`config.mk`:
```
export PLATFORM = sky130hd
export DESIGN_NAME = infix_to_postfix_converter_flat
export DESIGN_NICKNAME = d
export VERILOG_FILES = /design/src/design/itp_pkg.sv /design/src/design/itp_req_if.sv /design/src/design/itp_rsp_if.sv /design/src/design/itp_stack_ram.sv /design/src/design/itp_out_reg.sv /design/src/design/itp_sequencer.sv /design/src/design/infix_to_postfix_converter.sv /design/src/flat_wrapper.sv
export SDC_FILE = /design/constraint.sdc
export NUM_CORES = 1
export LEC_CHECK = 0
export BUFFER_PORTS_ARGS = -buffer_cell sky130_fd_sc_hd__buf_2
export CORE_MARGIN = 2
export CORE_UTILIZATION = 23
export CTS_CLUSTER_DIAMETER = 50
export DETAILED_ROUTE_END_ITERATION = 16
export SYNTH_ARGS = -nofsm -noshare
export SYNTH_HDL_FRONTEND = slang
export SYNTH_SLANG_ARGS = --single-unit
```
`constraint.sdc`:
```
create_clock -name clock -period 8.9 [get_ports clock]
set_input_delay 0.445 -clock clock [delete_from_list [all_inputs] [get_ports clock]]
set_output_delay 0.445 -clock clock [all_outputs]
set_load 0.01 [all_outputs]
```
`src/design/itp_pkg.sv`:
```
`timescale 1ns / 1ps

package itp_pkg;

   localparam int STACK_DEPTH = 32;
   localparam int CNT_W       = $clog2(STACK_DEPTH + 1);
   localparam int ADDR_W      = $clog2(STACK_DEPTH);
   localparam int CHAR_W      = 8;

   localparam logic [CNT_W-1:0] DEPTH_CNT = CNT_W'(STACK_DEPTH);

   localparam logic [CHAR_W-1:0] CH_PLUS   = 8'h2B;
   localparam logic [CHAR_W-1:0] CH_MINUS  = 8'h2D;
   localparam logic [CHAR_W-1:0] CH_STAR   = 8'h2A;
   localparam logic [CHAR_W-1:0] CH_SLASH  = 8'h2F;
   localparam logic [CHAR_W-1:0] CH_LPAREN = 8'h28;
   localparam logic [CHAR_W-1:0] CH_RPAREN = 8'h29;

   localparam logic [1:0] PREC_NONE = 2'd0;
   localparam logic [1:0] PREC_LOW  = 2'd1;
   localparam logic [1:0] PREC_HIGH = 2'd2;

   typedef enum logic [1:0] {
      ERR_NONE,
      ERR_UNMATCHED_CLOSE,
      ERR_UNMATCHED_OPEN,
      ERR_OVERFLOW
   } err_type;

   typedef enum logic [2:0] {
      S_IDLE,
      S_POP_RD,
      S_POP_CHK,
      S_PUSH,
      S_AFTER,
      S_FINISH
   } seq_state_type;

   typedef enum logic [1:0] {
      M_OP,
      M_CLOSE,
      M_FLUSH
   } pop_mode_type;

   typedef struct packed {
      logic [CHAR_W-1:0] out_char;
      logic              char_valid;
      err_type           error_code;
      logic              run_last;
      logic              expr_done;
   } rsp_type;

   typedef struct packed {
      logic    load;
      rsp_type data;
   } out_load_type;

   typedef struct packed {
      logic              wr_en;
      logic [ADDR_W-1:0] wr_addr;
      logic [CHAR_W-1:0] wr_data;
      logic [ADDR_W-1:0] rd_addr;
   } stack_ctrl_type;

   function automatic logic [1:0] prec_of(input logic [CHAR_W-1:0] c);
      logic [1:0] p;
      p = PREC_NONE;
      if (c == CH_STAR || c == CH_SLASH) begin
         p = PREC_HIGH;
      end else if (c == CH_PLUS || c == CH_MINUS) begin
         p = PREC_LOW;
      end
      return p;
   endfunction

   function automatic logic is_operand(input logic [CHAR_W-1:0] c);
      return (c >= 8'h30 && c <= 8'h39) || (c >= 8'h41 && c <= 8'h5A) ||
             (c >= 8'h61 && c <= 8'h7A);
   endfunction

endpackage

```
`src/design/itp_req_if.sv`:
```
`timescale 1ns / 1ps

interface itp_req_if;
   logic       valid;
   logic       ready;
   logic [7:0] in_char;
   logic       end_of_expr;

   modport source (output valid, output in_char, output end_of_expr, input ready);
   modport sink (input valid, input in_char, input end_of_expr, output ready);
endinterface

```
`src/design/itp_rsp_if.sv`:
```
`timescale 1ns / 1ps

interface itp_rsp_if;
   logic       valid;
   logic       ready;
   logic [7:0] out_char;
   logic       char_valid;
   logic [1:0] error_code;
   logic       run_last;
   logic       expr_done;

   modport source (output valid, output out_char, output char_valid, output error_code,
                   output run_last, output expr_done, input ready);
   modport sink (input valid, input out_char, input char_valid, input error_code,
                 input run_last, input expr_done, output ready);
endinterface

```
`src/design/itp_stack_ram.sv`:
```
`timescale 1ns / 1ps

module itp_stack_ram #(
   parameter int DEPTH = 32,
   parameter int WIDTH = 8
) (
   input  logic                     clock,
   input  logic                     wr_en,
   input  logic [$clog2(DEPTH)-1:0] wr_addr,
   input  logic [WIDTH-1:0]         wr_data,
   input  logic [$clog2(DEPTH)-1:0] rd_addr,
   output logic [WIDTH-1:0]         rd_data
);

   logic [WIDTH-1:0] stack_mem_ff [DEPTH];
   logic [WIDTH-1:0] rd_data_ff;

   always_ff @(posedge clock) begin
      if (wr_en) begin
         stack_mem_ff[wr_addr] <= wr_data;
      end
      rd_data_ff <= stack_mem_ff[rd_addr];
   end

   assign rd_data = rd_data_ff;

endmodule

```
`src/design/itp_out_reg.sv`:
```
`timescale 1ns / 1ps

module itp_out_reg (
   input  logic                 clock,
   input  logic                 reset,
   input  itp_pkg::out_load_type out_load,
   output logic                 out_free,
   itp_rsp_if.source            rsp_chan
);
   import itp_pkg::*;

   logic    valid_ff, valid_in;
   rsp_type data_ff, data_in;

   assign out_free = !valid_ff || rsp_chan.ready;

   always_comb begin
      valid_in = valid_ff;
      data_in  = data_ff;
      if (out_load.load) begin
         valid_in = 1'b1;
         data_in  = out_load.data;
      end else if (rsp_chan.ready) begin
         valid_in = 1'b0;
      end
   end

   always_ff @(posedge clock) begin
      if (reset) begin
         valid_ff <= 1'b0;
      end else begin
         valid_ff <= valid_in;
      end
      data_ff <= data_in;
   end

   assign rsp_chan.valid      = valid_ff;
   assign rsp_chan.out_char   = data_ff.out_char;
   assign rsp_chan.char_valid = data_ff.char_valid;
   assign rsp_chan.error_code = data_ff.error_code;
   assign rsp_chan.run_last   = data_ff.run_last;
   assign rsp_chan.expr_done  = data_ff.expr_done;

endmodule

```
`src/design/itp_sequencer.sv`:
```
`timescale 1ns / 1ps

module itp_sequencer (
   input  logic                          clock,
   input  logic                          reset,
   itp_req_if.sink                       req_chan,
   input  logic                          out_free,
   input  logic [itp_pkg::CHAR_W-1:0]    rd_data,
   output itp_pkg::stack_ctrl_type       stack_ctrl,
   output itp_pkg::out_load_type         out_load
);
   import itp_pkg::*;

   seq_state_type     state_ff, state_in;
   pop_mode_type      mode_ff, mode_in;
   logic [CHAR_W-1:0] char_ff, char_in;
   logic              last_ff, last_in;
   logic [1:0]        prec_ff, prec_in;
   logic [CNT_W-1:0]  count_ff, count_in;
   logic [CNT_W-1:0]  open_ff, open_in;
   err_type           error_ff, error_in;
   logic [CHAR_W-1:0] cand_ff, cand_in;
   logic              cand_valid_ff, cand_valid_in;

   logic              accept;
   logic [CHAR_W-1:0] c;
   logic [1:0]        in_prec;
   logic              in_op, in_open, in_close, in_operand;
   logic              full, count_nz, more;
   logic [CNT_W-1:0]  cnt_dec;
   logic              top_open, pop_want, emit_want, chk_stall;
   logic              acc_ovf, acc_unm;
   logic [CNT_W-1:0]  acc_open;
   err_type           acc_err;

   assign req_chan.ready = (state_ff == S_IDLE);
   assign accept         = (state_ff == S_IDLE) && req_chan.valid;
   assign c              = req_chan.in_char;
   assign in_prec        = prec_of(c);
   assign in_op          = (in_prec != PREC_NONE);
   assign in_open        = (c == CH_LPAREN);
   assign in_close       = (c == CH_RPAREN);
   assign in_operand     = is_operand(c);

   assign full     = (count_ff == DEPTH_CNT);
   assign count_nz = (count_ff != '0);
   assign cnt_dec  = count_ff - 1'b1;
   assign more     = (cnt_dec != '0);

   // the top of stack reaches rd_data in the cycle after the last count change
   assign top_open  = (rd_data == CH_LPAREN);
   assign pop_want  = (mode_ff == M_OP) ? (prec_of(rd_data) >= prec_ff) : 1'b1;
   assign emit_want = pop_want && !top_open;
   assign chk_stall = emit_want && cand_valid_ff && !out_free;

   // the error of the whole transaction is settled up front so that every
   // result of it carries the same code
   assign acc_ovf  = (in_op && full && (prec_of(rd_data) < in_prec)) || (in_open && full);
   assign acc_unm  = in_close && (open_ff == '0);
   assign acc_open = (in_open && !full) ? open_ff + 1'b1 :
                     (in_close && open_ff != '0) ? open_ff - 1'b1 : open_ff;

   always_comb begin
      priority if (error_ff != ERR_NONE) begin
         acc_err = error_ff;
      end else if (acc_ovf) begin
         acc_err = ERR_OVERFLOW;
      end else if (acc_unm) begin
         acc_err = ERR_UNMATCHED_CLOSE;
      end else if (req_chan.end_of_expr && acc_open != '0) begin
         acc_err = ERR_UNMATCHED_OPEN;
      end else begin
         acc_err = ERR_NONE;
      end
   end

   always_comb begin
      state_in = state_ff;
      unique case (state_ff)
         S_IDLE: begin
            if (accept) begin
               priority if (in_operand) begin
                  state_in = S_AFTER;
               end else if (in_op) begin
                  state_in = count_nz ? S_POP_RD : S_PUSH;
               end else if (in_open) begin
                  state_in = S_PUSH;
               end else if (in_close) begin
                  state_in = count_nz ? S_POP_RD : S_AFTER;
               end else begin
                  state_in = S_AFTER;
               end
            end
         end
         S_POP_RD: begin
            state_in = S_POP_CHK;
         end
         S_POP_CHK: begin
            if (!chk_stall) begin
               unique case (mode_ff)
                  M_OP:    state_in = (pop_want && more) ? S_POP_RD : S_PUSH;
                  M_CLOSE: state_in = (!top_open && more) ? S_POP_RD : S_AFTER;
                  M_FLUSH: state_in = more ? S_POP_RD : S_FINISH;
                  default: state_in = S_FINISH;
               endcase
            end
         end
         S_PUSH: begin
            state_in = S_AFTER;
         end
         S_AFTER: begin
            state_in = (last_ff && count_nz) ? S_POP_RD : S_FINISH;
         end
         S_FINISH: begin
            if (out_free) begin
               state_in = S_IDLE;
            end
         end
         default: begin
            state_in = S_IDLE;
         end
      endcase
   end

   always_comb begin
      mode_in       = mode_ff;
      char_in       = char_ff;
      last_in       = last_ff;
      prec_in       = prec_ff;
      count_in      = count_ff;
      open_in       = open_ff;
      error_in      = error_ff;
      cand_in       = cand_ff;
      cand_valid_in = cand_valid_ff;
      out_load      = '0;

      stack_ctrl.wr_en   = (state_ff == S_PUSH) && !full;
      stack_ctrl.wr_addr = count_ff[ADDR_W-1:0];
      stack_ctrl.wr_data = char_ff;
      stack_ctrl.rd_addr = count_nz ? cnt_dec[ADDR_W-1:0] : '0;

      unique case (state_ff)
         S_IDLE: begin
            if (accept) begin
               char_in  = c;
               last_in  = req_chan.end_of_expr;
               prec_in  = in_prec;
               mode_in  = in_close ? M_CLOSE : M_OP;
               open_in  = acc_open;
               error_in = acc_err;
               if (in_operand) begin
                  cand_in       = c;
                  cand_valid_in = 1'b1;
               end
            end
         end
         S_POP_CHK: begin
            if (!chk_stall && pop_want) begin
               count_in = cnt_dec;
               if (emit_want) begin
                  // hold the newest character; release the older one as non-final
                  if (cand_valid_ff) begin
                     out_load.load            = 1'b1;
                     out_load.data.out_char   = cand_ff;
                     out_load.data.char_valid = 1'b1;
                     out_load.data.error_code = error_ff;
                  end
                  cand_in       = rd_data;
                  cand_valid_in = 1'b1;
               end
            end
         end
         S_PUSH: begin
            if (!full) begin
               count_in = count_ff + 1'b1;
            end
         end
         S_AFTER: begin
            // drain the whole stack after the last character
            if (last_ff && count_nz) begin
               mode_in = M_FLUSH;
            end
         end
         S_FINISH: begin
            if (out_free) begin
               out_load.load            = 1'b1;
               out_load.data.out_char   = cand_valid_ff ? cand_ff : '0;
               out_load.data.char_valid = cand_valid_ff;
               out_load.data.error_code = error_ff;
               out_load.data.run_last   = 1'b1;
               out_load.data.expr_done  = last_ff;
               cand_valid_in            = 1'b0;
               if (last_ff) begin
                  error_in = ERR_NONE;
                  open_in  = '0;
                  count_in = '0;
               end
            end
         end
         default: begin
         end
      endcase
   end

   always_ff @(posedge clock) begin
      if (reset) begin
         state_ff      <= S_IDLE;
         count_ff      <= '0;
         open_ff       <= '0;
         error_ff      <= ERR_NONE;
         cand_valid_ff <= 1'b0;
      end else begin
         state_ff      <= state_in;
         count_ff      <= count_in;
         open_ff       <= open_in;
         error_ff      <= error_in;
         cand_valid_ff <= cand_valid_in;
      end
      mode_ff <= mode_in;
      char_ff <= char_in;
      last_ff <= last_in;
      prec_ff <= prec_in;
      cand_ff <= cand_in;
   end

endmodule

```
`src/design/infix_to_postfix_converter.sv`:
```
`timescale 1ns / 1ps

// Infix to postfix converter with an operator stack.
// req_chan carries one character of an infix expression per transaction,
// with end_of_expr set on the last character. rsp_chan returns the postfix
// characters in order; every request yields at least one response, the last
// one marked run_last, and on the final request of an expression expr_done.
// A response with char_valid low carries no character. error_code shows the
// first error of the expression in every response of the request.
// Sequence: once a request is accepted, ready stays low while the sequencer
// takes every stack entry examined or popped (one RAM read and one compare
// per entry), then a push if one is due; ready returns when it goes idle.
// For a plain operand the response shows on rsp_chan in the same cycle that
// ready returns. The stack lives in a single-port-write RAM with registered
// read, which is why each pop needs a read step and a compare step.
// A one-entry output register lets a new request be accepted while the final
// response still waits; a stalled receiver holds the sequencer at the next
// emitted character until the register drains.
// Reset (synchronous) empties the stack and clears the error state; the stack
// RAM contents are not cleared and no clearing pass is needed.
module infix_to_postfix_converter (
   input  logic      clock,
   input  logic      reset,
   itp_req_if.sink   req_chan,
   itp_rsp_if.source rsp_chan
);
   import itp_pkg::*;

   stack_ctrl_type    stack_ctrl;
   out_load_type      out_load;
   logic              out_free;
   logic [CHAR_W-1:0] rd_data;

   itp_sequencer u_sequencer (
      .clock      (clock),
      .reset      (reset),
      .req_chan   (req_chan),
      .out_free   (out_free),
      .rd_data    (rd_data),
      .stack_ctrl (stack_ctrl),
      .out_load   (out_load)
   );

   itp_stack_ram #(
      .DEPTH (STACK_DEPTH),
      .WIDTH (CHAR_W)
   ) u_stack_ram (
      .clock   (clock),
      .wr_en   (stack_ctrl.wr_en),
      .wr_addr (stack_ctrl.wr_addr),
      .wr_data (stack_ctrl.wr_data),
      .rd_addr (stack_ctrl.rd_addr),
      .rd_data (rd_data)
   );

   itp_out_reg u_out_reg (
      .clock    (clock),
      .reset    (reset),
      .out_load (out_load),
      .out_free (out_free),
      .rsp_chan (rsp_chan)
   );

endmodule

```
`src/flat_wrapper.sv`:
```
// flat-port wrapper written by rule: the top's interface ports become plain ports
module infix_to_postfix_converter_flat import itp_pkg::*;
  (clock, reset, req_chan_valid, req_chan_in_char, req_chan_end_of_expr, req_chan_ready, rsp_chan_valid, rsp_chan_out_char, rsp_chan_char_valid, rsp_chan_error_code, rsp_chan_run_last, rsp_chan_expr_done, rsp_chan_ready);
  itp_req_if req_chan_i ();
  itp_rsp_if rsp_chan_i ();
  input  logic clock;
  input  logic reset;
  input wire logic [$bits(req_chan_i.valid)-1:0] req_chan_valid;
  input wire logic [$bits(req_chan_i.in_char)-1:0] req_chan_in_char;
  input wire logic [$bits(req_chan_i.end_of_expr)-1:0] req_chan_end_of_expr;
  output wire logic [$bits(req_chan_i.ready)-1:0] req_chan_ready;
  output wire logic [$bits(rsp_chan_i.valid)-1:0] rsp_chan_valid;
  output wire logic [$bits(rsp_chan_i.out_char)-1:0] rsp_chan_out_char;
  output wire logic [$bits(rsp_chan_i.char_valid)-1:0] rsp_chan_char_valid;
  output wire logic [$bits(rsp_chan_i.error_code)-1:0] rsp_chan_error_code;
  output wire logic [$bits(rsp_chan_i.run_last)-1:0] rsp_chan_run_last;
  output wire logic [$bits(rsp_chan_i.expr_done)-1:0] rsp_chan_expr_done;
  input wire logic [$bits(rsp_chan_i.ready)-1:0] rsp_chan_ready;
  assign req_chan_i.valid = req_chan_valid;
  assign req_chan_i.in_char = req_chan_in_char;
  assign req_chan_i.end_of_expr = req_chan_end_of_expr;
  assign req_chan_ready = req_chan_i.ready;
  assign rsp_chan_valid = rsp_chan_i.valid;
  assign rsp_chan_out_char = rsp_chan_i.out_char;
  assign rsp_chan_char_valid = rsp_chan_i.char_valid;
  assign rsp_chan_error_code = rsp_chan_i.error_code;
  assign rsp_chan_run_last = rsp_chan_i.run_last;
  assign rsp_chan_expr_done = rsp_chan_i.expr_done;
  assign rsp_chan_i.ready = rsp_chan_ready;
  infix_to_postfix_converter u_core (.clock(clock), .reset(reset), .req_chan(req_chan_i), .rsp_chan(rsp_chan_i));
endmodule
```
-- Word level (Yosys, flattened, before mapping)
Memories as Yosys holds them, arrays and structs flattened. A register that Yosys moved wholly into a read port is not among the register bits.
Index checks and enable logic that the tools add are counted.
- output and inout port bits: 15
- memories: 1
- flip-flop bits (word level): 53
- memory bits (writable): 256
- bits of input ports: 13
- logic and storage cells: 177
- memory list (memory ; words ; width ; rd ports ; clocked after memory_dff ; wr ports ; line ; RTL):
    u_core.u_stack_ram.stack_mem_ff ; 32 ; 8 ; 1 ; 1 ; 1 ; itp_stack_ram.sv:15 ; logic [WIDTH-1:0] stack_mem_ff [DEPTH];
- reduce and logical (&&, ||, !) cells: 56
- add/sub/neg operators: 4
- eq/ne operators: 29
- muxes and demuxes: 63
- $lt $le $gt $ge: 8
- operators with widths (kind ; count):
    $eq 8x6->1 const B ; 11
    $mux 6 ; 7
    $mux 8 ; 5
    $mux 12 ; 3
    $mux 3 ; 11
    $mux 2 ; 13
    $pmux 12 s2 ; 1
    $reduce_bool 6->1 ; 4
    $logic_and 1x1->1 ; 19
    $pmux 3 s6 ; 1
    $pmux 6 s3 ; 1
    $ge 8x7->1 const B ; 2
    $le 8x7->1 const B ; 2
    $ne 2x2->1 const B ; 8
    $pmux 8 s2 ; 1
    $reduce_and 5->1 ; 3
    $mux 14 ; 1
    $mux 1 ; 13
    $add 6x1->6 const B ; 2
    $pmux 6 s2 ; 1
    $reduce_bool 2->1 ; 6
    $sub 6x1->6 const B ; 2
    $pmux 3 s3 ; 1
    $ge 8x6->1 const B ; 1
    other kinds (23) ; 41

-- Logic depth before layout (Yosys ltp)
Gate-level depths: netlist of the first run.
- depth after elaboration: 14
- gate-level depth with buffers: 12
- mapped depth without buffers: 12

-- By module
Synthesis of the first run repeated with hierarchy kept, for this count alone.
- cells, all modules: 793
- area, all modules: 13436.6 um^2
- modules (own cells, without submodules) (module ; area an instance (um^2) ; instances ; cells each ; sequential area each (um^2)):
    itp_stack_ram ; 10053.4 ; 1 ; 417 ; 7847.5
    itp_sequencer ; 2946.6 ; 1 ; 359 ; 991.0
    itp_out_reg ; 436.7 ; 1 ; 17 ; 410.4

-- Least setup slack after synthesis of the first run
No wires, ideal clock.
- kind: register -> register
- start point: register u_core.u_stack_ram.rd_data_ff[4], in the netlist u_core.u_stack_ram.rd_data[4] (read register of u_core.u_stack_ram.stack_mem_ff)
- end point: register u_core.u_out_reg.data_ff (netlist bit u_core.u_out_reg.rsp_chan.error_code[0]) (data pin)
- arrival: 2.688 ns
- library setup time: 0.255 ns
- buffers on the path: 0
- path slack: 5.957 ns
- stages on the path, launching flop included: 10
- required time: 8.645 ns
- period minus slack after synthesis: 2.943 ns
- cells stage by stage: dfxtp_1 nor4b_1 nand4_1 ha_1 nand2b_1 a2111oi_0 nor3_1 nand2_1 a21oi_1 and2_1
- RTL lines (what ; line ; RTL):
    start, declared ; itp_stack_ram.sv:16 ; logic [WIDTH-1:0] rd_data_ff;
    end signal, assigned ; itp_out_reg.sv:34 ; data_ff <= data_in;
    end, declared ; itp_out_reg.sv:13 ; rsp_type data_ff, data_in;

-- Worst setup path after layout of the first run
- start point: register u_core.u_sequencer.count_ff[0]
- end point: register u_core.u_stack_ram.rd_data_ff[4], in the netlist u_core.u_stack_ram.rd_data[4] (read register of u_core.u_stack_ram.stack_mem_ff)
- longest elaborated chain between the ends: 2
- elaborated cells between the ends (all ways): 3
- classes of those cells: 1 x add/sub; 1 x mux; 1 x reduce/logical
- ends and longest elaborated chain (what ; line ; RTL):
    start, declared ; itp_sequencer.sv:19 ; logic [CNT_W-1:0] count_ff, count_in;
    start signal, assigned ; itp_sequencer.sv:214 ; count_ff <= count_in;
    $sub 6x1->6 or $reduce_bool 6->1 (tied branches) ; itp_sequencer.sv:47, itp_sequencer.sv:46 ;
    $mux 5 * ; itp_sequencer.sv:140 ; stack_ctrl.rd_addr = count_nz ? cnt_dec[ADDR_W-1:0] : '0;
Mark *: on every way between the ends. The rest lies on a longest branch, timed or not.
A chain may end at the register's enable or synchronous reset.

==> metrics, run 1 <==
largest net degree at the start of global routing 70; worst endpoint required time 9.25 ns; Yosys top cell area share 0.656; share of layout cells above drive strength 1 0.152; clk sinks ~320; critical path peak fanout 69; post-synthesis simple-gate area fraction 0.112; status finished, final reports clean; CTS H-tree lvls 2; hold worst-path end u_core.u_sequencer.last_ff$_DFFE_PP_; Primary FF master, synth edfxtp_1; hold buffer count at CTS 0; Max clock buf depth 3; Die Span Y roughly 240 um; Global Route Usage Sum 0.101; Worst R2R End u_core.u_stack_ram.rd_data[4]$_DFF_P_; Die Area a little under 60000 sq um; largest family of logic cells by synthesized area simple AND/OR/NAND/NOR gates; vias around 8000; GR peak layer met2; initial antenna violation count 0; Area contributors post-synth edfxtp_1, mux4_2, dfxtp_1; PnR Total Power around 3900 uW; fin. max-slew vios 0; syn avg cell area roughly 14 sq um; drt pass-1 iters 8; pin slew with the least headroom to its limit between 1 and 1.5 ns; post-CTS setup buffers 0; Post-synth EDFFs between 200 and 300; post-route setup TNS 0 ns; Worst Path Arrival between 4 and 5 ns; met1 usage 0.137; complex-gate fraction of the synthesized area 0.0747; Mapped Cells slightly above 900; asr flop ratio synth 0; synth unique cells between 50 and 60; worst-skew pair later-pin latency roughly 0.52 ns; startpoint class of the critical path register; Slew headroom 0.144; first-pass GRT wire length between 40 and 50 mm; TritonCTS Buffers 36; dpl hpwl ~19 mm; PD cells approximately 250 nW/um^2; RSZ-0062 raised after global routing no; GRT met2 Usage 0.160; Max Fclk roughly 240 MHz; mux cell area share after synthesis 0.0792; Root Buffer clkbuf_16; vias in the first global route slightly below 8000; Synth Cell Area 13300 sq um; total grt overflow 0; area leader, netlist edfxtp_1; synth cell count leaders edfxtp_1, nand2_1, nor2_1; Adder-Cell Fraction of Synth Area 0.0104; Tmin final 4.12 ns; pre-CTS setup slack ~4.7 ns; CP Capture Type register; launch point of the worst reg-to-reg path u_core.u_sequencer.count_ff[0]$_SDFFE_PP0P_; clk_skew roughly 0.023 ns; count leader, synth edfxtp_1; Final #Nets 983; GPL Wtd Cong 0.883; Hold Crit Start req_chan_end_of_expr; Final Hold Vio Count 0; synthesis-stage register bit count 317; ANT cells 0; Post-CTS Resized 0; Final period util 0.463; share of the yosys chip area belonging to registers 0.697; # fillers approximately 5700; buffers added on ports 27; Ys Warns 0; CTS tree built; Post-route DRC 0; XOR/XNOR Fraction of Synth Area 0.00594; final WL 30.3 mm; DR vias/cell 4.54; Net Count, Synth 948; hold depth 1; WL/cell approximately 17 um; fin worst setup slack between 4 and 5 ns; Initial Utilization 0.231; # setup viols final 0; Hold Slack approximately 0.15 ns; Clock transition at path regs around 0.07 ns; R2R Setup Slk around 4.8 ns; met3 usage 0.0198; Max Cap Violations 0; Max IR drop VDD 138 uV; min-delay worst type in2reg; Iter 0 DRT Violations ~750; synthesis-to-layout area growth 16.9%; Die Span X 244 um; P_leak 0.00488 uW; Reg2Reg Depth 10; Antenna Nets Post-Route 0; Ports 28; core area around 57000 sq um; CP Class reg2reg; Rows 88
## layer usage
metal	routed length, um	part of all wire
met2	14000	0.46
met4	949	0.031
met3	2150	0.071
met5	0	0
met1	13200	0.44
## layout make-up
class	instances	area (sq um)	area share
flip-flops and latches	317	9250	0.596
multi-input cells	545	3760	0.242
clock buffers	44	973	0.0627
well taps	765	957	0.0617
clock inverters	21	264	0.0170
repair buffers	44	263	0.0169
inverters	15	56.3	0.00363
## cells in the final DEF (no fill, tap or decap), types with 7 or more instances in the layout
master       n
a31oi_1      7
mux2i_1     24
o21ai_0     20
dfxtp_1     27
and2_1      13
buf_4       17
mux2_2       8
nand3_1     28
nand2_1    124
buf_2       27
or3_1        7
o22ai_1     20
a2111oi_0    9
a21oi_1     33
mux4_2      32
nand2b_1    10
inv_1       15
edfxtp_1   290
a211oi_1    13
nor4_1       9
nor2_1      54
and3_1      13
nor3_1      30
a311oi_1    10
ha_1        11
clkbuf_16   38
a32oi_1     11
## critical path, stage by stage (launching register included)
cell,delay [ns]
dfxtp_1,0.31
buf_4,0.44
inv_1,0.23
ha_1,0.37
nand2b_1,0.26
o21ai_4,0.11
buf_4,0.73
mux2i_1,0.36
nor3_1,0.08
a2111oi_0,0.76
nor4_1,0.19
## kinds of logic after synthesis
family          after synthesis
flops                       317
simple gates                314
compound gates              147
mux                          64
buf+inv                      62
fa+ha+maj                    11
xor+xnor                      9
## flip-flops by register name, indices dropped and copies added, names as in the netlist
register,flops
u_core.u_sequencer.cand_valid_ff,1
u_core.u_sequencer.count_ff,6
u_core.u_sequencer.state_ff,3
u_core.u_sequencer.open_ff,6
u_core.u_stack_ram.rd_data,8
u_core.u_out_reg.rsp_chan.run_last,1
u_core.u_out_reg.rsp_chan.valid,1
u_core.u_sequencer.mode_ff,2
u_core.u_sequencer.prec_ff,2
u_core.u_out_reg.rsp_chan.expr_done,1
u_core.u_sequencer.char_ff,8
u_core.u_out_reg.rsp_chan.out_char,8
u_core.u_out_reg.rsp_chan.char_valid,1
u_core.u_stack_ram.stack_mem_ff,256
u_core.u_out_reg.rsp_chan.error_code,2
u_core.u_sequencer.error_ff,2
u_core.u_sequencer.last_ff,1
u_core.u_sequencer.cand_ff,8
## power by group
| part | switching [uW] | internal, uW | total (uW) |
|---|---|---|---|
| logic | 384 | 219 | 603 |
| clock network | 587 | 933 | 1520 |
| registers | 72.1 | 1700 | 1770 |
| total | 1040 | 2850 | 3890 |
## worst max path at each step
stage	from	to	slack, ns	depth (start not counted)
floorplan	u_core.u_stack_ram.rd_data[4]$_DFF_P_	u_core.u_out_reg.rsp_chan.error_code[0]$_DFFE_PP_	5.96	9
global placement	u_core.u_sequencer.count_ff[0]$_SDFFE_PP0P_	u_core.u_stack_ram.rd_data[4]$_DFF_P_	4.78	10
detailed placement	u_core.u_sequencer.count_ff[0]$_SDFFE_PP0P_	u_core.u_stack_ram.rd_data[5]$_DFF_P_	4.72	10
CTS	u_core.u_sequencer.count_ff[0]$_SDFFE_PP0P_	u_core.u_stack_ram.rd_data[5]$_DFF_P_	4.73	10
global route	u_core.u_sequencer.count_ff[0]$_SDFFE_PP0P_	u_core.u_stack_ram.rd_data[5]$_DFF_P_	4.45	10
finish	u_core.u_sequencer.count_ff[0]$_SDFFE_PP0P_	u_core.u_stack_ram.rd_data[4]$_DFF_P_	4.78	10
## stage by stage
step,area (sq um),cells,utilization
2_1_floorplan,13300,924,-
3_3_place_gp,14300,1686,0.249
3_5_place_dp,14300,1686,0.249
4_1_cts,15500,1751,0.271
5_1_grt,15500,1751,0.271
6_report,15500,1751,0.271
Note: power is estimated with default switching activity, not from simulation.
==> run 2, diff against run 1 <==
==> constraint.sdc (replaced) <==
create_clock -name clock -period 3.8 [get_ports clock]
set_input_delay 0.19 -clock clock [delete_from_list [all_inputs] [get_ports clock]]
set_output_delay 0.19 -clock clock [all_outputs]
set_load 0.01 [all_outputs]
==> run 2 against run 1 <==
Clock skew decreased by 0.010 ns. Global-route usage increased by 0.37 points. Via count increased by 1.8%. Sequential share of layout area decreased by 0.72 points. Clock power increased by 120%.
==> metrics, run 2 (same netlist as run 1, synthesis figures left out) <==
status finished, final reports clean; startpoint class of the critical path register; Max Fclk 291 MHz (+20%); post-CTS setup buffers 0 (unchanged); P_leak 0.00497 uW (+1.9%); Ports 28 (unchanged); pin slew with the least headroom to its limit 1.27 ns (-0.0178 ns); Internal 6550 uW (+130%); CTS H-tree lvls 2 (unchanged); Final Hold Vio Count 0 (unchanged); WL/cell 17.8 um (+2.8%); Global Route Usage Sum 0.104 (+0.00367); CP peak stage delay 0.68 ns (-0.08 ns); commonest non-fill, non-tap cell in the layout edfxtp_1; drt pass-1 iters 7 (-1); ANT cells 0 (unchanged); fin. max-slew vios 0 (unchanged); initial antenna violation count 0 (unchanged); R2R Setup Slk 0.37 ns (-4.42 ns); RSZ-0062 raised after global routing no; GPL Wtd Cong 0.845 (-4.3%); Die Span X 244 um (unchanged); DR vias/cell 4.56 (+0.41%); Psw 2510 uW (+140%); Initial Utilization 0.231 (unchanged); worst-skew pair later-pin latency 0.52 ns (about the same); CP Capture Type register; Sequential Power Share 0.459 (+0.005); launch point of the worst reg-to-reg path u_core.u_stack_ram.rd_data[4]$_DFF_P_; Gate power share 0.165 (+0.010); Worst Path Arrival 3.70 ns (-0.77 ns); max reg flops 256 (unchanged); Worst R2R End u_core.u_out_reg.rsp_chan.out_char[3]$_DFFE_PP_; Rows 88 (unchanged); post-route setup TNS 0 ns (unchanged); Max clock buf depth 3 (unchanged); Antenna Nets Post-Route 0 (unchanged); min-delay worst type in2reg; hold depth 1 (unchanged); Final #Nets 1007 (+2.4%); vias in the first global route 7850 (+0.99%); # setup viols final 0 (unchanged); worst endpoint required time 4.07 ns (-5.18 ns); TritonCTS Buffers 38 (+5.6%); Hold Crit Start req_chan_in_char[2]; Post-route DRC 0 (unchanged); dpl hpwl 20.0 mm (+6.0%); hold worst-path end u_core.u_sequencer.char_ff[2]$_DFFE_PP_; clock power share 0.377 (-0.014); CP Buf/Inv Count 1 (-2); final WL 31.5 mm (+4.2%); Root Buffer clkbuf_16; largest net degree at the start of global routing 43 (-39%); Slew headroom 0.156 (+0.0119); most frequent cells in the layout edfxtp_1, nand2_1, nor2_1, clkbuf_16, a21oi_1; Clock transition at path regs 0.06 ns (about the same); clk_skew 0.0126 ns (-0.0101 ns); Max IR drop VDD 275 uV (+100%); core area 57400 sq um (unchanged); critical path peak fanout 9 (-87%); Slowest cell on crit path nor4b_1; buffers added on ports 27 (unchanged); switching share of power 0.277 (+0.00867); synthesis-to-layout area growth 18.3%; Max Cap Violations 0 (unchanged); Iter 0 DRT Violations 741 (-0.80%); CTS tree built; Non-Filler Instances 1775 (+1.4%); DP Cell Count 1702 (+0.95%); Reg2Reg Depth 9 (-1); Largest Register u_core.u_stack_ram.stack_mem_ff; Critical Path, Cell by Cell nor4b_1 -> nand4_1 -> ha_1 -> nand2b_1 -> a2111oi_1 -> nor3_1 -> nand2_1 -> a21oi_1 -> buf_4; clk sinks 317 (unchanged); Final period util 0.904 (+0.441); vias 8094 (+1.8%); Top Family by Delay on Critical Path simple AND/OR/NAND/NOR gates; Tmin final 3.43 ns (-0.683 ns); Die Area 59700 sq um (unchanged); share of layout cells above drive strength 1 0.166 (+0.0142); total grt overflow 0 (unchanged); first-pass GRT wire length 48.3 mm (+2.0%); CP Class reg2reg; Crit. path cell count 9 (-1); PD cells 577 nW/um^2 (+130%); Die Span Y 244 um (unchanged)
[run 2: changes by cell type in the layout (fill, tap and decap cells not counted), sizes merged]
cell and delta:
buf +16, clkinvlp +2, bufinv -5, inv +1, clkbuf +7, dlygate4sd3 +6, clkinv -3
[run 2: final cells by class]
class                           count  area, sq um
Fill cell                        5765        41700
Sequential cell                   317         9250
Multi-Input combinational cell    545         3760
Clock buffer                       51         1080
Tap cell                          765          957
Timing Repair Buffer               66          493
Clock inverter                     16          114
Inverter                           15         56.3
[run 2: metal layers]
metal  up-vias  share of wire  global-route usage
met2       278           0.45               0.164
met5         -              0                   0
met4         0          0.032              0.0366
li1       3699              -                   -
met1      4058           0.45               0.143
met3        59          0.064              0.0211
[run 2: worst max path at each step]
| stage | startpoint | end |
|---|---|---|
| final | u_core.u_stack_ram.rd_data[4]$_DFF_P_ | u_core.u_out_reg.rsp_chan.out_char[3]$_DFFE_PP_ |
| after floorplan | u_core.u_stack_ram.rd_data[4]$_DFF_P_ | u_core.u_out_reg.rsp_chan.error_code[0]$_DFFE_PP_ |
| after global placement | u_core.u_stack_ram.rd_data[4]$_DFF_P_ | u_core.u_out_reg.rsp_chan.out_char[4]$_DFFE_PP_ |
| after global routing | u_core.u_stack_ram.rd_data[4]$_DFF_P_ | u_core.u_out_reg.rsp_chan.out_char[3]$_DFFE_PP_ |
| after detailed placement | u_core.u_stack_ram.rd_data[4]$_DFF_P_ | u_core.u_out_reg.rsp_chan.out_char[4]$_DFFE_PP_ |
| after CTS | u_core.u_stack_ram.rd_data[4]$_DFF_P_ | u_core.u_out_reg.rsp_chan.out_char[3]$_DFFE_PP_ |
[run 2: what timing repair did]
action                                  CTS  global route
endpoints found under the hold margin     6             0
hold buffers                              6             0
gates resized for setup                   0             1
endpoints found under the setup margin    0            21
[run 2: power by group through the flow]
stage	Sequential, uW	Clock, uW	Combinational [uW]
global placement	4220	0	1490
floorplan	4130	0	1030
detailed placement	4220	0	1500
finish	4160	3410	1490
CTS	4150	3490	1510
global route	4160	3630	1610
[run 2: through the flow]
stage	utilization	setup slack (ns)	total power (uW)	hold WS [ns]	instance area [sq um]
detailed placement	0.252	0.271	5720	0.399	14500
floorplan	-	0.857	5160	0.289	13300
finish	0.274	0.366	9060	0.0527	15700
global placement	0.252	0.280	5700	0.411	14500
global route	0.274	0.0218	9410	0.0560	15700
CTS	0.274	0.251	9140	0.0439	15700
==> run 3, diff against run 2 <==
--- a/config.mk
+++ b/config.mk
@@ -10,6 +10,7 @@
 export CORE_UTILIZATION = 23
 export CTS_CLUSTER_DIAMETER = 50
 export DETAILED_ROUTE_END_ITERATION = 16
+export RECOVER_POWER = 25
 export SYNTH_ARGS = -nofsm -noshare
 export SYNTH_HDL_FRONTEND = slang
 export SYNTH_SLANG_ARGS = --single-unit
==> run 3 against run 2 <==
The flow now finishes with violations (max-capacitance violations, max-slew violations). Register-to-register slack worse by 0.04 ns. Clock skew about the same. Maximum frequency is 1.2% lower. Clock power about the same. Critical path type unchanged. Die area unchanged. Global-route usage unchanged.
==> metrics, run 3 (same netlist as run 1, synthesis figures left out) <==
buffers added on ports 27 (unchanged); Hold Slack 0.114 ns (+0.0615 ns); WL/cell 17.7 um (-0.12%); vias 8081 (-0.16%); post-route setup TNS 0 ns (unchanged); commonest non-fill, non-tap cell in the layout edfxtp_1; Antenna Nets Post-Route 0 (unchanged); first-pass GRT wire length 48.3 mm (unchanged); CP Class reg2reg; GRT met2 Usage 0.164 (unchanged); total grt overflow 0 (unchanged); Initial Utilization 0.231 (unchanged); status finished, violations left; failing checks max-capacitance violations, max-slew violations; fin worst setup slack 0.325 ns (-0.0413 ns); core area 57400 sq um (unchanged); GPL Wtd Cong 0.845 (unchanged); Clock transition at path regs 0.06 ns (about the same); startpoint class of the critical path register; pre-CTS setup slack 0.271 ns (unchanged); Max Fclk 288 MHz (-1.2%); Die Span X 244 um (unchanged); Rows 88 (unchanged); Die Area 59700 sq um (unchanged); synthesis-to-layout area growth 18.0%; met1 usage 0.143 (unchanged); Ports 28 (unchanged); launch point of the worst reg-to-reg path u_core.u_stack_ram.rd_data[4]$_DFF_P_; CTS H-tree lvls 2 (unchanged); share of layout cells above drive strength 1 0.141 (-0.0257); Worst R2R End u_core.u_out_reg.rsp_chan.out_char[3]$_DFFE_PP_; Max clock buf depth 3 (unchanged); Die Span Y 244 um (unchanged); # setup viols final 0 (unchanged); most frequent cells in the layout edfxtp_1, nand2_1, nor2_1, clkbuf_16, a21oi_1; TritonCTS Buffers 38 (unchanged); GR peak layer met2; drt pass-1 iters 5 (-2); R2R Setup Slk 0.32 ns (-0.04 ns); Final #Nets 1007 (unchanged); RSZ-0062 raised after global routing no; Global Route Usage Sum 0.104 (unchanged); max reg flops 256 (unchanged); Largest Register u_core.u_stack_ram.stack_mem_ff; DR vias/cell 4.55 (-0.16%); critical path peak fanout 9 (unchanged); Max Cap Violations 3 (+3); fin. max-slew vios 99 (+99); vias in the first global route 7850 (unchanged); clk_skew 0.0122 ns (-0.000443 ns); dpl hpwl 20.0 mm (unchanged); Final period util 0.915 (+0.0109); P_leak 0.00488 uW (-1.8%); CP endpoint u_core.u_out_reg.rsp_chan.out_char[3]$_DFFE_PP_; Post-route DRC 0 (unchanged); final WL 31.5 mm (-0.12%); ANT cells 0 (unchanged); largest net degree at the start of global routing 43 (unchanged); Max IR drop VDD 272 uV (-1.0%); worst-skew pair later-pin latency 0.52 ns (about the same); Iter 0 DRT Violations 654 (-12%); Tmin final 3.48 ns (+0.0413 ns); clk sinks 317 (unchanged); pin slew with the least headroom to its limit 1.71 ns (+0.443 ns); worst endpoint required time 4.02 ns (-0.05 ns); CTS tree built; min-delay worst type in2reg; Root Buffer clkbuf_16; CP Capture Type register; Slew headroom -0.140 (-0.296); Reg2Reg Depth 9 (unchanged); Worst Path Arrival 3.69 ns (about the same); met3 usage 0.0211 (unchanged); initial antenna violation count 0 (unchanged); PD cells 578 nW/um^2 (+0.27%); Worst Setup SP u_core.u_stack_ram.rd_data[4]$_DFF_P_; Final Hold Vio Count 0 (unchanged)
[run 3: cell count changes in the layout (fill, tap and decap cells not counted)]
cell      change
buf_4         -3
clkbuf_1     +26
buf_2        -23
[run 3: metrics by stage]
| step | area [sq um] | cells | power (uW) | utilization |
|---|---|---|---|---|
| floorplan | 13300 | 924 | 5160 | - |
| global placement | 14500 | 1702 | 5700 | 0.252 |
| detailed placement | 14500 | 1702 | 5720 | 0.252 |
| CTS | 15700 | 1775 | 9140 | 0.274 |
| global route | 15700 | 1775 | 9400 | 0.273 |
| finish | 15700 | 1775 | 9060 | 0.273 |
[run 3: metal layers]
| metal | part of all wire | up-vias | wire length, um |
|---|---|---|---|
| met1 | 0.45 | 4028 | 14200 |
| met5 | 0 | - | 0 |
| met2 | 0.45 | 300 | 14300 |
| met3 | 0.063 | 55 | 2000 |
| li1 | - | 3698 | - |
| met4 | 0.030 | 0 | 940 |
[run 3: area by class of cell]
cell class                      count  area (sq um)
Fill cell                        5785         41700
Sequential cell                   317          9250
Multi-Input combinational cell    545          3760
Clock buffer                       51          1080
Tap cell                          765           957
Timing Repair Buffer               66           453
Clock inverter                     16           114
Inverter                           15          56.3
[run 3: how the worst min path moves through the flow]
stage,startpoint,endpoint,cells past startpoint
final,rsp_chan_ready,u_core.u_sequencer.state_ff[1]$_SDFFE_PP0P_,4
after global routing,rsp_chan_ready,u_core.u_sequencer.state_ff[1]$_SDFFE_PP0P_,4
after CTS,req_chan_in_char[2],u_core.u_sequencer.char_ff[2]$_DFFE_PP_,1
after detailed placement,req_chan_end_of_expr,u_core.u_sequencer.last_ff$_DFFE_PP_,1
after global placement,req_chan_end_of_expr,u_core.u_sequencer.last_ff$_DFFE_PP_,1
after floorplan,req_chan_in_char[0],u_core.u_sequencer.char_ff[0]$_DFFE_PP_,0
[run 3: critical path: stages, from the launching register on]
cell and delay (ns):
dfxtp_1 0.37, nor4b_1 0.69, nand4_1 0.27, ha_1 0.34, nand2b_1 0.10, a2111oi_1 0.11
nor3_1 0.35, nand2_1 0.13, a21oi_1 0.52, buf_4 0.28
[run 3: where the power goes]
part | leakage (uW) | switching (uW) | internal, uW
sequential | 0.00286 | 186 | 3970
clock | 0.000572 | 1400 | 2010
combinational | 0.00145 | 921 | 565
[run 3: what timing repair did]
item / 4_1_cts / 5_1_grt
hold buffers: 6 / 0
resized for setup: 0 / 1
endpoints found under the setup margin: 0 / 21
endpoints found under the hold margin: 6 / 0
setup buffers: 0 / 0
